**src/hdl/msatc_pkg.sv**
```systemverilog
// Shared types, constants and helpers of the motor controller.
package msatc_pkg;
   localparam int OPND_W   = 64;
   localparam int MUL_BITS = 20;
   localparam int DSR_W    = 20;
   localparam int DIV_BITS = 64;
   localparam int DT_W     = 20;
   localparam int RSP_W    = 48;

   localparam logic [DSR_W-1:0] US_PER_S   = 20'd1000000;
   localparam logic [DSR_W-1:0] FILTER_DIV = 20'd10;

   localparam logic signed [63:0] SPD_MAX = 64'sd8388607;
   localparam logic signed [63:0] SPD_MIN = -64'sd8388608;
   localparam logic signed [63:0] INC_LIM = 64'sd655360;
   localparam logic signed [63:0] D_LIM   = 64'sd1073741824;
   localparam logic signed [63:0] I32_MAX = 64'sd2147483647;
   localparam logic signed [63:0] I32_MIN = -64'sd2147483648;
   localparam logic [63:0] ANGLE_LO = 64'd50;
   localparam logic [63:0] ANGLE_HI = 64'd100;

   localparam logic [1:0] MODE_SPEED  = 2'd0;
   localparam logic [1:0] MODE_ANGLE  = 2'd1;
   localparam logic [1:0] MODE_TORQUE = 2'd2;
   localparam logic [1:0] MODE_NONE   = 2'd3;

   localparam logic ITEM_CONTROL = 1'b0;
   localparam logic ITEM_TICK    = 1'b1;

   typedef enum logic [2:0] {
      REG_GAIN_P, REG_GAIN_I, REG_GAIN_D, REG_TARGET_SPEED,
      REG_TARGET_ANGLE, REG_TARGET_TORQUE, REG_ANGLE_TOL, REG_START_MODE
   } reg_index_type;

   typedef struct packed {
      logic busy;
      logic done;
   } unit_status_type;

   function automatic logic [63:0] mag64(logic signed [63:0] v);
      return v[63] ? 64'(-v) : 64'(v);
   endfunction

   function automatic logic signed [63:0] sat_range(logic signed [63:0] v,
                                                    logic signed [63:0] lo,
                                                    logic signed [63:0] hi);
      return (v < lo) ? lo : ((v > hi) ? hi : v);
   endfunction
endpackage

```
**src/hdl/msatc_mul.sv**
```systemverilog
// Bit-serial shift-add multiplier, one multiplier bit per cycle.
module msatc_mul (
   input  logic                          clock,
   input  logic                          reset,
   input  logic                          start,
   input  logic [msatc_pkg::OPND_W-1:0]  opnd_a,
   input  logic [msatc_pkg::MUL_BITS-1:0] opnd_b,
   output logic [msatc_pkg::OPND_W-1:0]  product,
   output msatc_pkg::unit_status_type    status
);
   import msatc_pkg::*;

   localparam int CNT_W = $clog2(MUL_BITS);

   logic [OPND_W-1:0]   acc_ff, a_sh_ff;
   logic [MUL_BITS-1:0] b_sh_ff;
   logic [CNT_W-1:0]    cnt_ff;
   logic                busy_ff, done_ff;

   always_ff @(posedge clock) begin
      if (reset) begin
         busy_ff <= 1'b0;
         done_ff <= 1'b0;
         cnt_ff  <= '0;
      end else begin
         done_ff <= 1'b0;
         if (start) begin
            acc_ff  <= '0;
            a_sh_ff <= opnd_a;
            b_sh_ff <= opnd_b;
            cnt_ff  <= '0;
            busy_ff <= 1'b1;
         end else if (busy_ff) begin
            if (b_sh_ff[0]) begin
               acc_ff <= acc_ff + a_sh_ff;
            end
            a_sh_ff <= a_sh_ff << 1;
            b_sh_ff <= b_sh_ff >> 1;
            cnt_ff  <= cnt_ff + 1'b1;
            if (cnt_ff == CNT_W'(MUL_BITS - 1)) begin
               busy_ff <= 1'b0;
               done_ff <= 1'b1;
            end
         end
      end
   end

   assign product     = acc_ff;
   assign status.busy = busy_ff;
   assign status.done = done_ff;
endmodule

```
**src/hdl/msatc_div.sv**
```systemverilog
// Restoring divider, one quotient bit per cycle.
module msatc_div (
   input  logic                         clock,
   input  logic                         reset,
   input  logic                         start,
   input  logic [msatc_pkg::OPND_W-1:0] dividend,
   input  logic [msatc_pkg::DSR_W-1:0]  divisor,
   output logic [msatc_pkg::OPND_W-1:0] quotient,
   output msatc_pkg::unit_status_type   status
);
   import msatc_pkg::*;

   localparam int CNT_W = $clog2(DIV_BITS);

   logic [OPND_W-1:0] dvd_ff;
   logic [DSR_W-1:0]  dsr_ff, rem_ff, rem_in;
   logic [DSR_W:0]    rem_sh, rem_sub;
   logic              q_bit;
   logic [CNT_W-1:0]  cnt_ff;
   logic              busy_ff, done_ff;

   always_comb begin
      rem_sh  = {rem_ff, dvd_ff[OPND_W-1]};
      rem_sub = rem_sh - {1'b0, dsr_ff};
      q_bit   = (rem_sh >= {1'b0, dsr_ff});
      rem_in  = q_bit ? rem_sub[DSR_W-1:0] : rem_sh[DSR_W-1:0];
   end

   always_ff @(posedge clock) begin
      if (reset) begin
         busy_ff <= 1'b0;
         done_ff <= 1'b0;
         cnt_ff  <= '0;
      end else begin
         done_ff <= 1'b0;
         if (start) begin
            dvd_ff  <= dividend;
            dsr_ff  <= divisor;
            rem_ff  <= '0;
            cnt_ff  <= '0;
            busy_ff <= 1'b1;
         end else if (busy_ff) begin
            rem_ff <= rem_in;
            dvd_ff <= {dvd_ff[OPND_W-2:0], q_bit};
            cnt_ff <= cnt_ff + 1'b1;
            if (cnt_ff == CNT_W'(DIV_BITS - 1)) begin
               busy_ff <= 1'b0;
               done_ff <= 1'b1;
            end
         end
      end
   end

   assign quotient    = dvd_ff;
   assign status.busy = busy_ff;
   assign status.done = done_ff;
endmodule

```
**src/hdl/motor_speed_angle_torque_ctrl_top.sv**
```systemverilog
// Top level of the motor speed, angle and torque controller.
//
//  channel | direction | transfer contents
//  req_    | in        | tuser: item kind; tdata: encoder_count, elapsed_us
//  rsp_    | out       | tdata: pwm_forward, pwm_reverse, speed_now, mode_now,
//          |           |        interval_error
//  csr_    | in        | write enable, register index, write data
//
// One item at a time passes through a sequencer that shares one bit-serial
// multiplier and one restoring divider. A speed tick runs a multiply and two
// divides, a PID step two multiply-divide pairs and three gain multiplies;
// a zero interval skips a tick's unit work and the PID pairs, a zero target
// all PID work. A result waits in the output register while the next item
// is taken; a stalled rsp_ holds the sequencer only at its last step. Reset
// is synchronous; it sets sequencer, configuration and history to defaults.
module motor_speed_angle_torque_ctrl_top #(
   parameter int PWM_MAX     = 255,
   parameter int PWM_MIN     = 30,
   parameter int COUNT_WIDTH = 24
) (
   input  logic clock,
   input  logic reset,
   input  logic req_tvalid,
   output logic req_tready,
   input  logic req_tuser,   // item kind
   // encoder_count [COUNT_WIDTH-1:0], elapsed_us, zero fill
   input  logic [((COUNT_WIDTH+msatc_pkg::DT_W+7)/8)*8-1:0] req_tdata,
   output logic rsp_tvalid,
   input  logic rsp_tready,
   // pwm_forward, pwm_reverse, speed_now, mode_now, interval_error, zero fill
   output logic [msatc_pkg::RSP_W-1:0] rsp_tdata,
   input  logic        csr_wen,
   input  logic [2:0]  csr_index,
   input  logic [23:0] csr_wdata
);
   import msatc_pkg::*;

   typedef enum logic [3:0] {
      ST_IDLE, ST_DECODE, ST_TK_MUL, ST_TK_DIV, ST_TK_FLT,
      ST_SP_MUL1, ST_SP_DIV1, ST_SP_MUL2, ST_SP_DIV2, ST_SP_ACC,
      ST_SP_MP, ST_SP_MI, ST_SP_MD, ST_SP_OUT, ST_FINISH
   } state_type;

   state_type state_ff;

   // configuration
   logic [15:0]        gain_p_ff, gain_i_ff, gain_d_ff, angle_tol_ff;
   logic signed [23:0] target_speed_ff, target_angle_ff;
   logic signed [8:0]  target_torque_ff;

   // controller state
   logic signed [COUNT_WIDTH-1:0] prev_count_ff, count_ff;
   logic signed [23:0] speed_est_ff, prev_err_ff, err_ff;
   logic [DT_W-1:0]    last_int_ff, dt_ff;
   logic signed [31:0] integral_ff, d_ff;
   logic signed [20:0] inc_ff;
   logic signed [65:0] sum_ff;
   logic [1:0]         active_mode_ff;
   logic [7:0]         drive_fwd_ff, drive_rev_ff;
   logic               kind_ff, flag_ff, sign_ff;

   // arithmetic unit requests
   logic              mul_start_ff, div_start_ff;
   logic [OPND_W-1:0] mul_a_ff, div_dvd_ff, mul_prod, div_q;
   logic [MUL_BITS-1:0] mul_b_ff;
   logic [DSR_W-1:0]  div_dsr_ff;
   unit_status_type   mul_status, div_status;

   logic             rsp_valid_ff;
   logic [RSP_W-1:0] rsp_data_ff;

   // combinational helpers
   logic signed [63:0] delta, div_q_s, se64, filt_num, filt_sat, err_full, err_sat64;
   logic signed [63:0] ediff, inc_sat, d_sat, integ_next, aerr, tq64;
   logic signed [65:0] prod66, psig, out_full;
   logic [63:0]        amag, ahalf, aval, tmag;
   logic [47:0]        out_mag;
   logic signed [23:0] err_sat;

   function automatic logic [7:0] clamp_duty(logic [47:0] m, logic [47:0] lo,
                                             logic [47:0] hi);
      logic [47:0] sel;
      sel = (m < lo) ? lo : ((m > hi) ? hi : m);
      return sel[7:0];
   endfunction

   msatc_mul u_mul (
      .clock   (clock),
      .reset   (reset),
      .start   (mul_start_ff),
      .opnd_a  (mul_a_ff),
      .opnd_b  (mul_b_ff),
      .product (mul_prod),
      .status  (mul_status)
   );

   msatc_div u_div (
      .clock    (clock),
      .reset    (reset),
      .start    (div_start_ff),
      .dividend (div_dvd_ff),
      .divisor  (div_dsr_ff),
      .quotient (div_q),
      .status   (div_status)
   );

   always_comb begin
      delta      = 64'(count_ff) - 64'(prev_count_ff);
      div_q_s    = sign_ff ? -$signed(div_q) : $signed(div_q);
      se64       = 64'(speed_est_ff);
      filt_num   = div_q_s + (se64 <<< 3) + se64;   // raw + 9*old
      filt_sat   = sat_range(div_q_s, SPD_MIN, SPD_MAX);
      err_full   = 64'(target_speed_ff) - se64;
      err_sat64  = sat_range(err_full, SPD_MIN, SPD_MAX);
      err_sat    = err_sat64[23:0];
      ediff      = 64'(err_ff) - 64'(prev_err_ff);
      inc_sat    = sat_range(div_q_s, -INC_LIM, INC_LIM);
      d_sat      = sat_range(div_q_s, -D_LIM, D_LIM);
      integ_next = sat_range(64'(integral_ff) + 64'(inc_ff), I32_MIN, I32_MAX);
      prod66     = $signed({2'b00, mul_prod});
      psig       = sign_ff ? -prod66 : prod66;
      // truncate toward zero on the final scale by 2^24
      out_full   = sum_ff[65] ? ((sum_ff + 66'sd16777215) >>> 24) : (sum_ff >>> 24);
      out_mag    = out_full[65] ? 48'(-out_full) : 48'(out_full);
      aerr       = 64'(target_angle_ff) - 64'(count_ff);
      amag       = mag64(aerr);
      ahalf      = amag >> 1;
      aval       = (ahalf < ANGLE_LO) ? ANGLE_LO : ((ahalf > ANGLE_HI) ? ANGLE_HI : ahalf);
      tq64       = 64'(target_torque_ff);
      tmag       = mag64(tq64);
   end

   always_ff @(posedge clock) begin
      if (reset) begin
         state_ff         <= ST_IDLE;
         gain_p_ff        <= 16'd256;
         gain_i_ff        <= '0;
         gain_d_ff        <= '0;
         target_speed_ff  <= '0;
         target_angle_ff  <= '0;
         target_torque_ff <= '0;
         angle_tol_ff     <= 16'd4;
         prev_count_ff    <= '0;
         speed_est_ff     <= '0;
         last_int_ff      <= '0;
         integral_ff      <= '0;
         prev_err_ff      <= '0;
         active_mode_ff   <= MODE_SPEED;
         drive_fwd_ff     <= '0;
         drive_rev_ff     <= '0;
         mul_start_ff     <= 1'b0;
         div_start_ff     <= 1'b0;
         rsp_valid_ff     <= 1'b0;
      end else begin
         mul_start_ff <= 1'b0;
         div_start_ff <= 1'b0;
         // drop the result once taken; the last step reloads it itself
         if (rsp_tready && (state_ff != ST_FINISH)) begin
            rsp_valid_ff <= 1'b0;
         end
         case (state_ff)
            ST_IDLE: begin
               if (req_tvalid) begin
                  kind_ff  <= req_tuser;
                  count_ff <= req_tdata[COUNT_WIDTH-1:0];
                  dt_ff    <= req_tdata[COUNT_WIDTH+DT_W-1:COUNT_WIDTH];
                  flag_ff  <= 1'b0;
                  state_ff <= ST_DECODE;
               end
               if (csr_wen) begin
                  case (reg_index_type'(csr_index))
                     REG_GAIN_P:        gain_p_ff        <= csr_wdata[15:0];
                     REG_GAIN_I:        gain_i_ff        <= csr_wdata[15:0];
                     REG_GAIN_D:        gain_d_ff        <= csr_wdata[15:0];
                     REG_TARGET_SPEED:  target_speed_ff  <= csr_wdata;
                     REG_TARGET_ANGLE:  target_angle_ff  <= csr_wdata;
                     REG_TARGET_TORQUE: target_torque_ff <= csr_wdata[8:0];
                     REG_ANGLE_TOL:     angle_tol_ff     <= csr_wdata[15:0];
                     REG_START_MODE: begin
                        if (csr_wdata[1:0] != MODE_NONE) begin
                           active_mode_ff <= csr_wdata[1:0];
                        end
                     end
                     default: ;
                  endcase
               end
            end
            ST_DECODE: begin
               if (kind_ff == ITEM_TICK) begin
                  last_int_ff <= dt_ff;
                  if (dt_ff == '0) begin
                     flag_ff  <= 1'b1;
                     state_ff <= ST_FINISH;
                  end else begin
                     sign_ff      <= delta[63];
                     mul_a_ff     <= mag64(delta);
                     mul_b_ff     <= US_PER_S;
                     mul_start_ff <= 1'b1;
                     state_ff     <= ST_TK_MUL;
                  end
               end else begin
                  case (active_mode_ff)
                     MODE_TORQUE: begin
                        if (tq64 == 0) begin
                           drive_fwd_ff <= '0;
                           drive_rev_ff <= '0;
                        end else if (tq64 > 0) begin
                           drive_fwd_ff <= clamp_duty(tmag[47:0], 48'(PWM_MIN), 48'(PWM_MAX));
                           drive_rev_ff <= '0;
                        end else begin
                           drive_fwd_ff <= '0;
                           drive_rev_ff <= clamp_duty(tmag[47:0], 48'(PWM_MIN), 48'(PWM_MAX));
                        end
                        state_ff <= ST_FINISH;
                     end
                     MODE_ANGLE: begin
                        if (amag < 64'(angle_tol_ff)) begin
                           drive_fwd_ff   <= '0;
                           drive_rev_ff   <= '0;
                           active_mode_ff <= MODE_TORQUE;
                        end else if (aerr > 0) begin
                           drive_fwd_ff <= aval[7:0];
                           drive_rev_ff <= '0;
                        end else if (aerr < 0) begin
                           drive_fwd_ff <= '0;
                           drive_rev_ff <= aval[7:0];
                        end
                        state_ff <= ST_FINISH;
                     end
                     default: begin
                        if (target_speed_ff == '0) begin
                           drive_fwd_ff <= '0;
                           drive_rev_ff <= '0;
                           state_ff     <= ST_FINISH;
                        end else begin
                           err_ff <= err_sat;
                           if (last_int_ff == '0) begin
                              flag_ff  <= 1'b1;
                              inc_ff   <= '0;
                              d_ff     <= '0;
                              state_ff <= ST_SP_ACC;
                           end else begin
                              sign_ff      <= err_sat64[63];
                              mul_a_ff     <= mag64(err_sat64);
                              mul_b_ff     <= last_int_ff;
                              mul_start_ff <= 1'b1;
                              state_ff     <= ST_SP_MUL1;
                           end
                        end
                     end
                  endcase
               end
            end
            ST_TK_MUL: begin
               if (mul_status.done) begin
                  div_dvd_ff   <= mul_prod;
                  div_dsr_ff   <= dt_ff;
                  div_start_ff <= 1'b1;
                  state_ff     <= ST_TK_DIV;
               end
            end
            ST_TK_DIV: begin
               if (div_status.done) begin
                  sign_ff      <= filt_num[63];
                  div_dvd_ff   <= mag64(filt_num);
                  div_dsr_ff   <= FILTER_DIV;
                  div_start_ff <= 1'b1;
                  state_ff     <= ST_TK_FLT;
               end
            end
            ST_TK_FLT: begin
               if (div_status.done) begin
                  speed_est_ff  <= filt_sat[23:0];
                  prev_count_ff <= count_ff;
                  state_ff      <= ST_FINISH;
               end
            end
            ST_SP_MUL1: begin
               if (mul_status.done) begin
                  div_dvd_ff   <= mul_prod << 16;
                  div_dsr_ff   <= US_PER_S;
                  div_start_ff <= 1'b1;
                  state_ff     <= ST_SP_DIV1;
               end
            end
            ST_SP_DIV1: begin
               if (div_status.done) begin
                  inc_ff       <= inc_sat[20:0];
                  sign_ff      <= ediff[63];
                  mul_a_ff     <= mag64(ediff);
                  mul_b_ff     <= US_PER_S;
                  mul_start_ff <= 1'b1;
                  state_ff     <= ST_SP_MUL2;
               end
            end
            ST_SP_MUL2: begin
               if (mul_status.done) begin
                  div_dvd_ff   <= mul_prod;
                  div_dsr_ff   <= last_int_ff;
                  div_start_ff <= 1'b1;
                  state_ff     <= ST_SP_DIV2;
               end
            end
            ST_SP_DIV2: begin
               if (div_status.done) begin
                  d_ff     <= d_sat[31:0];
                  state_ff <= ST_SP_ACC;
               end
            end
            ST_SP_ACC: begin
               integral_ff  <= integ_next[31:0];
               prev_err_ff  <= err_ff;
               sum_ff       <= '0;
               sign_ff      <= err_ff[23];
               mul_a_ff     <= mag64(64'(err_ff));
               mul_b_ff     <= MUL_BITS'(gain_p_ff);
               mul_start_ff <= 1'b1;
               state_ff     <= ST_SP_MP;
            end
            ST_SP_MP: begin
               if (mul_status.done) begin
                  sum_ff       <= sum_ff + (psig <<< 16);
                  sign_ff      <= integral_ff[31];
                  mul_a_ff     <= mag64(64'(integral_ff));
                  mul_b_ff     <= MUL_BITS'(gain_i_ff);
                  mul_start_ff <= 1'b1;
                  state_ff     <= ST_SP_MI;
               end
            end
            ST_SP_MI: begin
               if (mul_status.done) begin
                  sum_ff       <= sum_ff + psig;
                  sign_ff      <= d_ff[31];
                  mul_a_ff     <= mag64(64'(d_ff));
                  mul_b_ff     <= MUL_BITS'(gain_d_ff);
                  mul_start_ff <= 1'b1;
                  state_ff     <= ST_SP_MD;
               end
            end
            ST_SP_MD: begin
               if (mul_status.done) begin
                  sum_ff   <= sum_ff + (psig <<< 16);
                  state_ff <= ST_SP_OUT;
               end
            end
            ST_SP_OUT: begin
               // zero output holds the previous duties
               if (out_full > 0) begin
                  drive_fwd_ff <= clamp_duty(out_mag, 48'(PWM_MIN), 48'(PWM_MAX));
                  drive_rev_ff <= '0;
               end else if (out_full < 0) begin
                  drive_fwd_ff <= '0;
                  drive_rev_ff <= clamp_duty(out_mag, 48'(PWM_MIN), 48'(PWM_MAX));
               end
               state_ff <= ST_FINISH;
            end
            ST_FINISH: begin
               // hold until the output register is free
               if (!rsp_valid_ff || rsp_tready) begin
                  rsp_data_ff  <= {5'b0, flag_ff, active_mode_ff, speed_est_ff,
                                   drive_rev_ff, drive_fwd_ff};
                  rsp_valid_ff <= 1'b1;
                  state_ff     <= ST_IDLE;
               end
            end
            default: state_ff <= ST_IDLE;
         endcase
      end
   end

   assign req_tready = (state_ff == ST_IDLE);
   assign rsp_tvalid = rsp_valid_ff;
   assign rsp_tdata  = rsp_data_ff;
endmodule

```
**config.mk**
```make
export PLATFORM = sky130hd
export DESIGN_NAME = motor_speed_angle_torque_ctrl_top
export DESIGN_NICKNAME = d
export VERILOG_FILES = /design/src/hdl/msatc_pkg.sv /design/src/hdl/msatc_mul.sv /design/src/hdl/msatc_div.sv /design/src/hdl/motor_speed_angle_torque_ctrl_top.sv
export SDC_FILE = /design/constraint.sdc
export NUM_CORES = 2
export LEC_CHECK = 0
export ABC_AREA = 0
export BUFFER_PORTS_ARGS = -buffer_cell sky130_fd_sc_hd__buf_4
export CAP_MARGIN = 20
export CORE_MARGIN = 2
export CORE_UTILIZATION = 41
export DETAILED_ROUTE_END_ITERATION = 10
export PLACE_DENSITY = 0.68
export SYNTH_ARGS = -nofsm -noshare
export SYNTH_HDL_FRONTEND = slang
export SYNTH_SLANG_ARGS = --single-unit
```
**constraint.sdc**
```tcl
create_clock -name clock -period 22.9 [get_ports clock]
set_input_delay 0 -clock clock [delete_from_list [all_inputs] [get_ports clock]]
set_output_delay 0 -clock clock [all_outputs]
set_load 0.05 [all_outputs]
```
==> results.md <==
- Share of layout cells above drive strength 1: 8.72%
- Port Buffers: 121
- Crit path max fanout: 40
- GRT met3 Usage: 4.12%
- Synth area leader: edfxtp_1
- H-tree Lvls: 3
- DR vias: 60800
- P per Cell Area: 99.9 nW/um^2
- Post-route ant nets: 0
- Maximum clock path buffer count: 3
- Most common cell on crit path: o21ai_0
- Pre-CTS setup slack: 14.15 ns
- Busiest grt layer: met2
- P&R area growth vs syn: 12.3%
- HPWL after DPL: 165000 um
- Clock Skew: 0.0992 ns
- Total Wirelength: 221000 um
- Worst Hold Path Cells: 4
- Area of the multi-input gates: 41400 sq um
- R2R setup slack: 13.78 ns
- Crit path max-delay family: compound AO/OA/AOI/OAI gates
- Critical Path RT: between 20 and 25 ns
- Worst r2r path cells: 25
- Grt met2 use: roughly two fifths
- Tcrit/Tclk final: 39.8%
- Worst R2R End: div_dvd_ff[23]
- Max_slew headroom: 20.8%
- Nature of the critical path startpoint: flop
- Worst Hold Class: in2reg
- Root Buffer: clkbuf_16
- First-pass detailed-route iteration total: 8
- Clock-pin slew on the worst setup and hold paths: 0.06 ns
- GRT Residual Overflow: 0
- WP data arrival: about 9.5 ns
- Post-synth top area share: 28.4%
- Worst VDD drop: 0.0864 mV
- CTS buffer count: 104
- Layout Nets: between 8000 and 9000
- Setup TNS: 0 ns
- Crit path from: u_div.quotient[2]
- Total setup buffers inserted after CTS: 0
- Hold slack: 0.0990 ns
- CP max stage delay: 0.87 ns
- Top cells by count, synth: nand2_1, edfxtp_1, a21oi_1
- Worst-skew pair later-pin latency: 0.78 ns
- Status: completed
- Total core area: ~170000 sq um
- Worst setup path category: reg2reg
- # setup viols final: 0
- TritonCTS Sinks: 938
- Initial Util: 41.3%
- Largest net degree at the start of global routing: 130
- Number of enable flip-flop cells after synthesis: roughly 650
- Slowest stage cell, crit path: xor2_1
- Die Area: 172000 sq um
- Ys flop type: edfxtp_1
- Seq cells post-synth: 938
- Storage cell area: 25300 sq um
- Met1 GRT Util: 30.4%
- Mapped Area: 69000 sq um
- Max_cap viols: 0
- P_leak: 0.0291 uW
- Top-count cell post-synth: nand2_1
- Critical Path End Type: flop
- Wire length of the first global-routing pass: 334000 um
- Die Wd: 414 um
- Synth async-reset ratio: 0%
- Final Hold Violating Endpoints: 0
- Vias in the first global route: 57900
- Fill cells: 15600
- Minimum clock period: 9.12 ns
- Via density: slightly below 6
- Syn_area_per_cell: about 8.9 sq um
- Slew Limit Fails: 0
- Max Clk Rate: 110 MHz
- Cts-stage hold buffer count: between 100 and 150
- Top cells by area, synth: edfxtp_1, ha_1, dfxtp_1, xnor2_1, nand2_1
- Sequential area share after synthesis: 36.7%
- Slew @ Worst Pin: 1.19 ns
- Rows: 150
- Critical R2R Launch: u_div.quotient[2]
- Setup WS post-layout: between 10 and 15 ns
- WL/cell: around 22 um
- Die outline height: 414 um
- Global placement routability congestion: 0.982
- Initial antenna violation count: 2
- TritonCTS clock tree: yes
- Gr usage total: 24.6%
- Post_cts resized: 0
- Initial DRC Count: 5884
- # DRC: 0
- CP bufs+invs: 2
- Number of library cell types mapped by synthesis: 116
- Synth warn: 0
- Hold path start: csr_wdata[18]
- RSZ-0062 raised after global routing: no
- Syn Inst Count: 7739
- Hold Path Sink: target_angle_ff[18]
- # IOs: about 130
==> final cells by class <==
type | count | area share (%)
multi-input cells | 6143 | 53.4
flip-flops and latches | 938 | 32.7
repair buffers | 337 | 3.75
clock buffers | 131 | 3.74
well taps | 2204 | 3.56
inverters | 376 | 1.82
clock inverters | 65 | 1.07
diodes | 2 | 0.00646
==> state kept, by name (all words and copies together), names as in the netlist, 21 cells and up <==
register,count
count_ff,24
d_ff,32
div_dvd_ff,64
err_ff,24
inc_ff,21
integral_ff,32
mul_a_ff,64
prev_count_ff,24
prev_err_ff,24
rsp_tdata,43
speed_est_ff,24
sum_ff,66
target_angle_ff,24
target_speed_ff,24
u_div.quotient,64
u_mul.a_sh_ff,64
u_mul.product,64
==> metal layers <==
metal	routed length, um	up-vias
li1	-	28700
met1	88000	29200
met2	102000	2356
met3	16500	580
met4	14500	4
met5	28	-
==> cells by family (layout without fill, tap and decap cells) <==
family	after synthesis	after routing	synth area share, %
simple gates	2483	2483	17.3
compound gates	2215	2215	20.5
flops	938	938	36.7
xor+xnor	701	701	8.90
buf+inv	693	909	3.90
fa+ha+maj	504	504	9.45
mux	204	204	3.26
other cells	1	38	0.00544
==> report_power, final <==
part / switching [uW] / internal [uW]
Combinational: 2180 / 1320
Clock: 768 / 1050
Sequential: 228 / 2200
==> through the flow <==
stage	util (%)	total power (uW)	cells	instance area, sq um
after floorplan	-	4890	7774	69100
after detailed placement	43.3	5850	9861	72400
final	46.3	7740	10200	77500
after global routing	46.3	8160	10200	77500
after CTS	46.3	7690	10200	77400
after global placement	43.3	5770	9861	72400
==> cells in the final DEF, fill, tap and decap left out, drive strengths merged, types with 92 or more instances in the layout <==
master,n
o31ai,107
ha,457
mux2,165
inv,378
clkbuf,132
nor2,609
nand3,141
nand2,880
o21ai,497
dlygate4sd3,132
dfxtp,285
a21oi,622
a22oi,92
nor3,145
edfxtp,653
a21o,180
xor2,293
xnor2,408
buf,204
==> worst max-delay path by stage <==
stage | end | slack (ns) | cells after the start
6_report | div_dvd_ff[23] | 13.78 | 25
5_1_grt | div_dvd_ff[23] | 13.33 | 25
4_1_cts | div_dvd_ff[23] | 14.01 | 25
3_5_place_dp | div_dvd_ff[23] | 14.15 | 25
3_3_place_gp | div_dvd_ff[30] | 14.26 | 25
2_1_floorplan | div_dvd_ff[0] | 11.21 | 4
==> tightest hold or removal path, delay by kind of cell <==
| family | cells | cell delay (ns) |
|---|---|---|
| simple gates | 1 | 0.05 |
| compound gates | 1 | 0.06 |
| buf+inv | 2 | 0.68 |
(Power assumes the default switching activity.)
